`src/design/mm4_pkg.sv`:
```
// Package for the 4x4 matrix multiplier: widths, defaults, saturation limits, control states.
`timescale 1ns / 1ps
`default_nettype none

package mm4_pkg;

	// Default matrix size and fixed-point format.
	localparam int DEF_MATRIX_DIM    = 4;
	localparam int DEF_FRACTION_BITS = 16;

	// Width of the element and result words.
	localparam int DATA_W = 32;
	// Width of the result position field.
	localparam int POS_W  = 4;

	// Saturation limits of a signed result word.
	localparam logic [DATA_W-1:0] SAT_MAX = {1'b0, {(DATA_W-1){1'b1}}};
	localparam logic [DATA_W-1:0] SAT_MIN = {1'b1, {(DATA_W-1){1'b0}}};

	// Control states: take element pairs, or sweep the memories for the product.
	typedef enum logic {
		ST_LOAD,
		ST_RUN
	} state_t;

endpackage

`default_nettype wire

```
`src/design/matrix_multiply_4x4.sv`:
```
// Fixed-point matrix multiplier built around two element memories and one multiply-accumulate.
//
//  channel | direction | handshake            | word
//  --------+-----------+----------------------+------------------------------------------
//  in      | input     | in_valid / in_stall  | a_element, b_element (one pair, col-major)
//  out     | output    | out_valid / out_stall| product_value, result_position, last_result
//
// Each accepted pair is written into both memories. After the last pair of a matrix the
// block issues MATRIX_DIM**3 reads (64 at the default size), one element of each memory
// per cycle while the output is not stalled, since each memory has a single read port,
// and input is stalled meanwhile. The next matrix can load while the pipeline drains.
// Reset clears control state only; memory contents are undefined until loaded.
// A stalled output freezes the whole read/multiply/accumulate pipeline in place.
`timescale 1ns / 1ps
`default_nettype none

module matrix_multiply_4x4
	import mm4_pkg::*;
#(
	parameter int MATRIX_DIM    = DEF_MATRIX_DIM,
	parameter int FRACTION_BITS = DEF_FRACTION_BITS
) (
	input  wire logic                     clk,
	input  wire logic                     arst_n,
	// element pairs in
	input  wire logic                     in_valid,
	output logic                          in_stall,
	input  wire logic signed [DATA_W-1:0] a_element,
	input  wire logic signed [DATA_W-1:0] b_element,
	// product elements out
	output logic                          out_valid,
	input  wire logic                     out_stall,
	output logic signed [DATA_W-1:0]      product_value,
	output logic [POS_W-1:0]              result_position,
	output logic                          last_result
);

	// Sizes derived from the matrix dimension.
	localparam int ELEM_COUNT = MATRIX_DIM * MATRIX_DIM;
	localparam int IDX_W      = $clog2(ELEM_COUNT);
	localparam int DIM_W      = $clog2(MATRIX_DIM);
	// Accumulator holds MATRIX_DIM exact 64-bit products without overflow.
	localparam int PROD_W     = 2 * DATA_W;
	localparam int ACC_W      = PROD_W + DIM_W;

	localparam logic [DIM_W-1:0] DIM_LAST = DIM_W'(MATRIX_DIM - 1);
	localparam logic [IDX_W-1:0] DIM_I    = IDX_W'(MATRIX_DIM);
	localparam logic [IDX_W-1:0] IDX_LAST = IDX_W'(ELEM_COUNT - 1);

	// Element memories, one entry per matrix position.
	logic [DATA_W-1:0] left_mem  [ELEM_COUNT];
	logic [DATA_W-1:0] right_mem [ELEM_COUNT];

	// Control.
	state_t            state_q;
	state_t            state_nxt;
	logic [IDX_W-1:0]  load_cnt_q;
	logic [DIM_W-1:0]  col_q;
	logic [DIM_W-1:0]  row_q;
	logic [DIM_W-1:0]  k_q;
	logic              k_last;
	logic              row_last;
	logic              col_last;
	logic              sweep_end;
	logic              in_acc;
	logic              adv;
	logic              issue;

	// Read addresses for the current step of the sweep.
	logic [IDX_W-1:0]  a_addr;
	logic [IDX_W-1:0]  b_addr;
	logic [IDX_W-1:0]  pos_issue;

	// Stage 1: memory read data and tags.
	logic                     v_s1;
	logic signed [DATA_W-1:0] a_rd_s1;
	logic signed [DATA_W-1:0] b_rd_s1;
	logic                     first_s1;
	logic                     last_s1;
	logic [IDX_W-1:0]         pos_s1;

	// Stage 2: product and tags.
	logic                     v_s2;
	logic signed [PROD_W-1:0] prod_s2;
	logic                     first_s2;
	logic                     last_s2;
	logic [IDX_W-1:0]         pos_s2;

	// Accumulator and completed-sum flag.
	logic signed [ACC_W-1:0]  acc_q;
	logic signed [ACC_W-1:0]  prod_ext;
	logic                     done_q;
	logic [IDX_W-1:0]         pos_done_q;

	// Scaling and saturation of the finished sum.
	logic signed [ACC_W-1:0]  acc_shift;
	logic [ACC_W-32:0]        acc_hi;
	logic                     in_range;
	logic [DATA_W-1:0]        sat_val;
	logic [IDX_W+POS_W-1:0]   pos_wide;

	// Output register.
	logic                     out_valid_q;
	logic [DATA_W-1:0]        product_value_q;
	logic [POS_W-1:0]         result_position_q;
	logic                     last_result_q;

	// Handshakes. The pipeline advances unless a held result is being stalled.
	assign in_acc = in_valid && !in_stall;
	assign adv    = !(out_valid_q && out_stall);

	// Sweep position flags.
	assign k_last    = (k_q == DIM_LAST);
	assign row_last  = (row_q == DIM_LAST);
	assign col_last  = (col_q == DIM_LAST);
	assign sweep_end = k_last && row_last && col_last;

	// A[k][row] sits at k*DIM+row, B[col][k] at col*DIM+k.
	assign a_addr    = IDX_W'(k_q) * DIM_I + IDX_W'(row_q);
	assign b_addr    = IDX_W'(col_q) * DIM_I + IDX_W'(k_q);
	assign pos_issue = IDX_W'(col_q) * DIM_I + IDX_W'(row_q);

	// Next state.
	always_comb begin
		state_nxt = state_q;
		case (state_q)
			ST_LOAD: begin
				if (in_acc && (load_cnt_q == IDX_LAST)) begin
					state_nxt = ST_RUN;
				end
			end
			ST_RUN: begin
				if (adv && sweep_end) begin
					state_nxt = ST_LOAD;
				end
			end
			default: begin
				state_nxt = ST_LOAD;
			end
		endcase
	end

	// State outputs: take pairs only while loading, issue reads while running.
	always_comb begin
		in_stall = 1'b1;
		issue    = 1'b0;
		case (state_q)
			ST_LOAD: begin
				in_stall = 1'b0;
			end
			ST_RUN: begin
				issue = adv;
			end
			default: begin
				in_stall = 1'b1;
				issue    = 1'b0;
			end
		endcase
	end

	always_ff @(posedge clk or negedge arst_n) begin
		if (!arst_n) begin
			state_q <= ST_LOAD;
		end else begin
			state_q <= state_nxt;
		end
	end

	// Count loaded pairs; wrap after the last one.
	always_ff @(posedge clk or negedge arst_n) begin
		if (!arst_n) begin
			load_cnt_q <= '0;
		end else if (in_acc) begin
			if (load_cnt_q == IDX_LAST) begin
				load_cnt_q <= '0;
			end else begin
				load_cnt_q <= load_cnt_q + 1'b1;
			end
		end
	end

	// Sweep counters: k innermost, then row, then column.
	always_ff @(posedge clk or negedge arst_n) begin
		if (!arst_n) begin
			col_q <= '0;
			row_q <= '0;
			k_q   <= '0;
		end else if (issue) begin
			if (k_last) begin
				k_q <= '0;
				if (row_last) begin
					row_q <= '0;
					col_q <= col_last ? '0 : col_q + 1'b1;
				end else begin
					row_q <= row_q + 1'b1;
				end
			end else begin
				k_q <= k_q + 1'b1;
			end
		end
	end

	// Memories: write on each accepted pair, read one entry of each per issued step.
	always_ff @(posedge clk) begin
		if (in_acc) begin
			left_mem[load_cnt_q]  <= a_element;
			right_mem[load_cnt_q] <= b_element;
		end
		if (issue) begin
			a_rd_s1 <= left_mem[a_addr];
			b_rd_s1 <= right_mem[b_addr];
		end
	end

	// Pipeline valids; all stages hold while the output is stalled.
	always_ff @(posedge clk or negedge arst_n) begin
		if (!arst_n) begin
			v_s1        <= 1'b0;
			v_s2        <= 1'b0;
			done_q      <= 1'b0;
			out_valid_q <= 1'b0;
		end else if (adv) begin
			v_s1        <= issue;
			v_s2        <= v_s1;
			done_q      <= v_s2 && last_s2;
			out_valid_q <= done_q;
		end
	end

	assign prod_ext = ACC_W'(prod_s2);

	// Payload stages: tags, multiply, accumulate, scale and saturate.
	always_ff @(posedge clk) begin
		if (adv) begin
			if (issue) begin
				first_s1 <= (k_q == '0);
				last_s1  <= k_last;
				pos_s1   <= pos_issue;
			end
			if (v_s1) begin
				prod_s2  <= a_rd_s1 * b_rd_s1;
				first_s2 <= first_s1;
				last_s2  <= last_s1;
				pos_s2   <= pos_s1;
			end
			if (v_s2) begin
				acc_q <= first_s2 ? prod_ext : acc_q + prod_ext;
				if (last_s2) begin
					pos_done_q <= pos_s2;
				end
			end
			if (done_q) begin
				product_value_q   <= sat_val;
				result_position_q <= pos_wide[POS_W-1:0];
				last_result_q     <= (pos_done_q == IDX_LAST);
			end
		end
	end

	// Floor shift of the exact sum, then clamp to the 32-bit range.
	assign acc_shift = acc_q >>> FRACTION_BITS;
	assign acc_hi    = acc_shift[ACC_W-1:DATA_W-1];
	assign in_range  = (&acc_hi) || !(|acc_hi);
	assign sat_val   = in_range ? acc_shift[DATA_W-1:0]
	                            : (acc_shift[ACC_W-1] ? SAT_MIN : SAT_MAX);
	assign pos_wide  = {{POS_W{1'b0}}, pos_done_q};

	assign out_valid       = out_valid_q;
	assign product_value   = product_value_q;
	assign result_position = result_position_q;
	assign last_result     = last_result_q;

`ifndef NO_ASSERTIONS
	// The last pair of a matrix starts the sweep.
	a_last_load_runs: assert property (@(posedge clk) disable iff (!arst_n)
		(in_acc && (load_cnt_q == IDX_LAST)) |=> (state_q == ST_RUN))
		else $error("last pair did not start the sweep");

	// No pair is counted while the memories are being swept.
	a_count_idle_in_run: assert property (@(posedge clk) disable iff (!arst_n)
		(state_q == ST_RUN) |-> (load_cnt_q == '0))
		else $error("load count moved during the sweep");

	// A completed sum is only flagged from a final-k product.
	a_done_from_last: assert property (@(posedge clk) disable iff (!arst_n)
		($rose(done_q)) |-> $past(v_s2 && last_s2))
		else $error("sum completed without its last product");
`endif

endmodule

`default_nettype wire

```
`config.mk`:
```
export PLATFORM = sky130hd
export DESIGN_NAME = matrix_multiply_4x4
export DESIGN_NICKNAME = d
export VERILOG_FILES = /design/src/design/mm4_pkg.sv /design/src/design/matrix_multiply_4x4.sv
export SDC_FILE = /design/constraint.sdc
export NUM_CORES = 2
export LEC_CHECK = 0
export BUFFER_PORTS_ARGS = -buffer_cell sky130_fd_sc_hd__buf_2
export CORE_UTILIZATION = 55
export CTS_BUF_LIST = sky130_fd_sc_hd__clkbuf_8
export DETAILED_ROUTE_END_ITERATION = 10
export GPL_ROUTABILITY_DRIVEN = 1
export HOLD_SLACK_MARGIN = 0.1
export PLACE_DENSITY_LB_ADDON = 0.1
export SLEW_MARGIN = 30
export SYNTH_ARGS = -nofsm -noshare
export SYNTH_HDL_FRONTEND = slang
export SYNTH_SLANG_ARGS = --single-unit
```
`constraint.sdc`:
```
create_clock -name clk -period 7.3 [get_ports clk]
set_input_delay 0.365 -clock clk [delete_from_list [all_inputs] [get_ports clk]]
set_output_delay 0.365 -clock clk [all_outputs]
set_load 0.05 [all_outputs]
```
Yosys cells after proc, flatten, opt, wreduce, memory -nomap -nowiden:

Memories as Yosys holds them, arrays and structs flattened. A register that Yosys moved wholly into a read port is not among the register bits.
Index checks and enable logic that the tools add are counted.

* reduce and logical (&&, ||, !) cells: 20
* mux-type cells: 14
* add/sub/neg operators: 8
* eq/ne operators: 5
* $mul: 1
* bitwise operators: 2

Operators with widths (number)
* 66-bit by 64-bit adder with 66-bit output: 1
* 66-bit two-way mux: 1
* 32-bit by 32-bit multiplier with 64-bit output: 1
* 32-bit two-way mux: 2
* 19-bit AND reduction: 1
* 19-bit OR reduction: 1
* 4-bit by 2-bit adder with 4-bit output: 3
* 2-bit AND reduction: 5
* 4-bit == test (second input constant): 2
* 1-bit logical AND: 7
* 2-bit by 1-bit adder with 2-bit output (second input constant): 3
* 2-bit == test (second input constant): 3
* 1-bit two-way mux: 6
* 2-bit two-way mux: 3
* 3-bit AND reduction: 2
* 4-bit by 1-bit adder with 4-bit output (second input constant): 1
* 4-bit two-way mux: 1
* 1-bit logical NOT: 2
* 2-bit logical NOT: 1
* 1-bit inverter: 2
* 1-bit case mux with 2 select lines: 1
* 1-bit logical OR: 1

* bits in writable memories: 1024
* logic and storage cells: 73
* register bits: 198
* memories: 2

Memory list
* left_mem: depth 16, width 32, rd ports 1, clocked after memory_dff 1, wr ports 1, line matrix_multiply_4x4.sv:51 `logic [DATA_W-1:0] left_mem [ELEM_COUNT];`
* right_mem: depth 16, width 32, rd ports 1, clocked after memory_dff 1, wr ports 1, line matrix_multiply_4x4.sv:52 `logic [DATA_W-1:0] right_mem [ELEM_COUNT];`

Logic depth before layout (Yosys ltp):

* depth in word-level cells: 6
* mapped depth: 28
* mapped depth without buffers: 27

Worst setup path before layout:

OpenSTA, ideal clock, no wires.

* path kind: register to register
* start point: reg a_rd_s1[31] (read register of left_mem)
* end point: reg prod_s2[60], data pin
* setup slack: -0.399 ns
* stages on the path, launching flop included: 27
* arrival: 7.435 ns
* required time: 7.035 ns
* clock period less this slack: 7.699 ns
* path through: edfxtp_1 > clkbuf_1 > nand2_1 > inv_1 > fa_1 > fa_1 > fa_1 > fa_1 > inv_1 > fa_1 > inv_1 > fa_1 > inv_1 > fa_1 > inv_1 > fa_1 > ha_1 > clkbuf_1 > a21o_1 > a21o_1 > a21oi_1 > nor2b_1 > o21a_1 > o21a_1 > o21ai_0 > o211ai_1 > xor2_1

* word-level cells in the longest chain between the ends: 1

RTL lines
* start: declaration: line matrix_multiply_4x4.sv:76 `logic signed [DATA_W-1:0] a_rd_s1;`
* 32-bit by 32-bit multiplier with 64-bit output: line matrix_multiply_4x4.sv:241 `prod_s2 <= a_rd_s1 * b_rd_s1;`
* end signal: assignment: line matrix_multiply_4x4.sv:241
* end: declaration: line matrix_multiply_4x4.sv:84 `logic signed [PROD_W-1:0] prod_s2;`

Every way passes these cells.
A chain may end at the register's enable or synchronous reset.

Worst setup path in the final report:

* start point: reg b_rd_s1[6] (read register of right_mem)
* end point: reg prod_s2[61], data pin

* word-level cells in the longest chain between the ends: 1

RTL lines
* start: declaration: line matrix_multiply_4x4.sv:77 `logic signed [DATA_W-1:0] b_rd_s1;`
* 32-bit by 32-bit multiplier with 64-bit output: line matrix_multiply_4x4.sv:241

Every way passes these cells.

==> impl_metrics.yaml <==
floorplan:
  core_area_sq_um: 157000
  die_w_microns: 400
  pin_count: 107
  rows: 145
  fp.dieArea_sq_um: 160000
  initial_core_util_pct: 55.6
  die_y_microns: 400
synth:
  seq_area_frac_synth_pct: 44.2
  synth.net_count: 7734
  synth_largest_area_cell: "edfxtp_1"
  avgSynthCellArea_sq_um: 13.8
  synth_warnings: 0
  ys_types: 75
  yosysMostFrequentCell: "edfxtp_1"
  yosys-top-cells-count: "edfxtp_1 (1271), fa_1 (1083), inv_1 (981)"
  synth.area.top_cells: "edfxtp_1 (44%), fa_1 (25%), mux4_2 (8.3%), inv_1 (4.2%), and2_1 (3.9%)"
  synth_flop_cell: "edfxtp_1"
  synthCells: 6326
  async_flop_share_pct: 1.17
  synth-edff-count: 1271
  ys_ff_latch: 1286
  synth_area_sq_um: 87200
  synth_top_area_share_pct: 43.8
grt:
  first_global_vias: 55100
  grt_overflow: 0
  antenna_found_initial: 14
  grt_pass1_wl_mm: 323
  grt_max_degree: 104
  gr-usage-all-layers_pct: 26.6
worst_setup_path:
  path_max_fanout: 4
  required_ns: 7.97
  critPathCaptureType: "register"
  r2r.worst_path.cells: 25
  critPathLaunch: "b_rd_s1[6]"
  critical_path_class: "reg2reg"
  rrSetupSlack_ns: -0.45
  endpoint: "prod_s2[61]"
  crit_path_start_kind: "register"
  r2r-end: "prod_s2[61]"
  r2r_start: "b_rd_s1[6]"
  worstPathArrival_ns: 8.42
detailed_routing:
  wl_per_cell_microns: 22.8
  drt-pass1-iter-count: 6
  wirelength_mm: 208
  route.detailed.drc: 0
  ant_nets: 0
  drt_iter0_drc: 3616
  drt-vias-per-instance: 5.61
  vias: 51100
sta:
  tightest_slew_ns: 0.955
  hold_ws_ns: 0.266
  clock_skew_ns: 0.0668
  fmax_ghz: 0.129
  slew_headroom_pct: 36.3
  rsz0062_at_grt: "yes"
  setup_viol: 26
  fin_crit_sh_pct: 106
  finalCriticalPeriod_ns: 7.75
  hold_viol: 0
  worst_slack_ns: -0.452
  drv_slew: 0
clocking:
  cts_buffers: 202
  root_buffer: "clkbuf_8"
  cts-root-to-sink-buffers: 3
  cts_sinks: 1286
  tritoncts: "done"
  clkTransAtPathRegs_ns: 0.07
  clk_latency_ns: 0.95
  cts_max_level: 4
placed_design:
  portBuffers: 106
  placedCellCount: 8621
  post-place-ws_ns: -0.862
  place_congestion: 0.915
  hpwl_mm: 147
layout:
  nFillCells: 11800
  multi_input_area_sq_um: 44600
  layout-drive-gt1-share_pct: 19.8
  area_delta_synth_final_pct: 13.8
  seq_area_sq_um: 38600
  stdcell_count: 9109
  fin_nets: 8282
  utilization_pct: 63.3
status:
  status: "finished with violations"
  violations: "negative setup slack"
flow_run:
  drv_cap: 0
min_path:
  hold_path.class: "in2reg"
## layout by cell type, fill, tap and decap left out, types with 54 or more instances in the layout
master and n:
clkbuf_8 206, fa_1 1045, a21o_1 93, buf_2 106, ha_1 241, xnor2_1 77, nand2_1 624, clkinv_1 54
buf_12 57, a21oi_1 125, buf_4 407, edfxtp_1 1271, dlygate4sd3_1 68, o21ai_0 108, inv_1 1023, mux4_2 320
and2_1 510
## layout make-up
| cell class | count | share of cell area [%] |
|---|---|---|
| diodes | 5 | 0.0126 |
| flip-flops and latches | 1286 | 38.9 |
| clock inverters | 170 | 1.15 |
| inverters | 982 | 3.72 |
| multi-input cells | 3732 | 44.9 |
| clock buffers | 206 | 2.86 |
| repair buffers | 670 | 5.87 |
| well taps | 2058 | 2.59 |
## sequential cells by signal (all words and copies together), names as in the netlist, 2 cells and up
signal           cells
a_rd_s1             32
acc_q               66
b_rd_s1             32
col_q                2
k_q                  2
left_mem           512
load_cnt_q           4
pos_done_q           4
pos_s1               4
pos_s2               4
prod_s2             64
product_value       32
result_position      4
right_mem          512
row_q                2
## kinds of logic after synthesis
kind of cell / share of synthesized area (%)
xor gates and xnor gates: 1.31
DFF: 44.2
muxes: 8.39
adders and majority gates: 28.5
AOI/OAI and AO/OA: 3.73
and+or+nand+nor: 8.21
buffers and inverters: 5.64
## layer usage
| metal | part of all wire (%) | track usage, % | up-vias |
|---|---|---|---|
| li1 | - | - | 22400 |
| met1 | 43 | 37.6 | 26700 |
| met2 | 48 | 42.9 | 1721 |
| met3 | 7.0 | 4.75 | 346 |
| met4 | 2.4 | 7.25 | 12 |
| met5 | 0.036 | 0 | - |
## metrics by stage
stage / cell area [sq um] / TNS (ns)
2_1_floorplan: 87400 / -0.382
3_3_place_gp: 93400 / -10.97
3_5_place_dp: 93400 / -12.70
4_1_cts: 98500 / -6.73
5_1_grt: 99200 / -12.05
6_report: 99200 / -6.58
## timing repair
action | 4_1_cts | 5_1_grt
endpoints found under the hold margin | 1055 | 0
setup buffers | 18 | 21
hold buffers | 68 | 0
pin swaps | 30 | 98
gates cloned | 1 | 3
setup endpoints to repair | 28 | 37
resized for setup | 73 | 133
## critical path, cell delays in order (launching register included)
cell and delay [ns]:
edfxtp_1 0.46, buf_6 0.16, and2_4 0.15, fa_1 0.52
fa_1 0.44, fa_1 0.55, inv_1 0.06, fa_1 0.52
inv_2 0.05, fa_1 0.52, inv_2 0.04, fa_1 0.53
inv_1 0.05, fa_2 0.52, fa_1 0.45, ha_4 0.31
o211ai_1 0.09, a311o_1 0.38, o32ai_4 0.38, a21oi_4 0.13
nor4_4 0.34, nor3b_4 0.11, a31o_4 0.26, o31ai_1 0.19
a21oi_1 0.11, xnor2_1 0.13
## how the worst min path moves through the flow
| stage | depth (start not counted) | endpoint | from | slack [ns] |
|---|---|---|---|---|
| global route | 3 | v_s2 | out_stall | 0.22 |
| detailed placement | 1 | load_cnt_q[1] | arst_n | 0.30 |
| CTS | 4 | v_s1 | out_stall | 0.13 |
| global placement | 1 | load_cnt_q[1] | arst_n | 0.29 |
| finish | 4 | v_s1 | out_stall | 0.27 |
| floorplan | 0 | col_q[0] | arst_n | 0.07 |
Power is not shown: default switching activity piles up to over one toggle a cycle in this logic, so the estimate is an artifact.
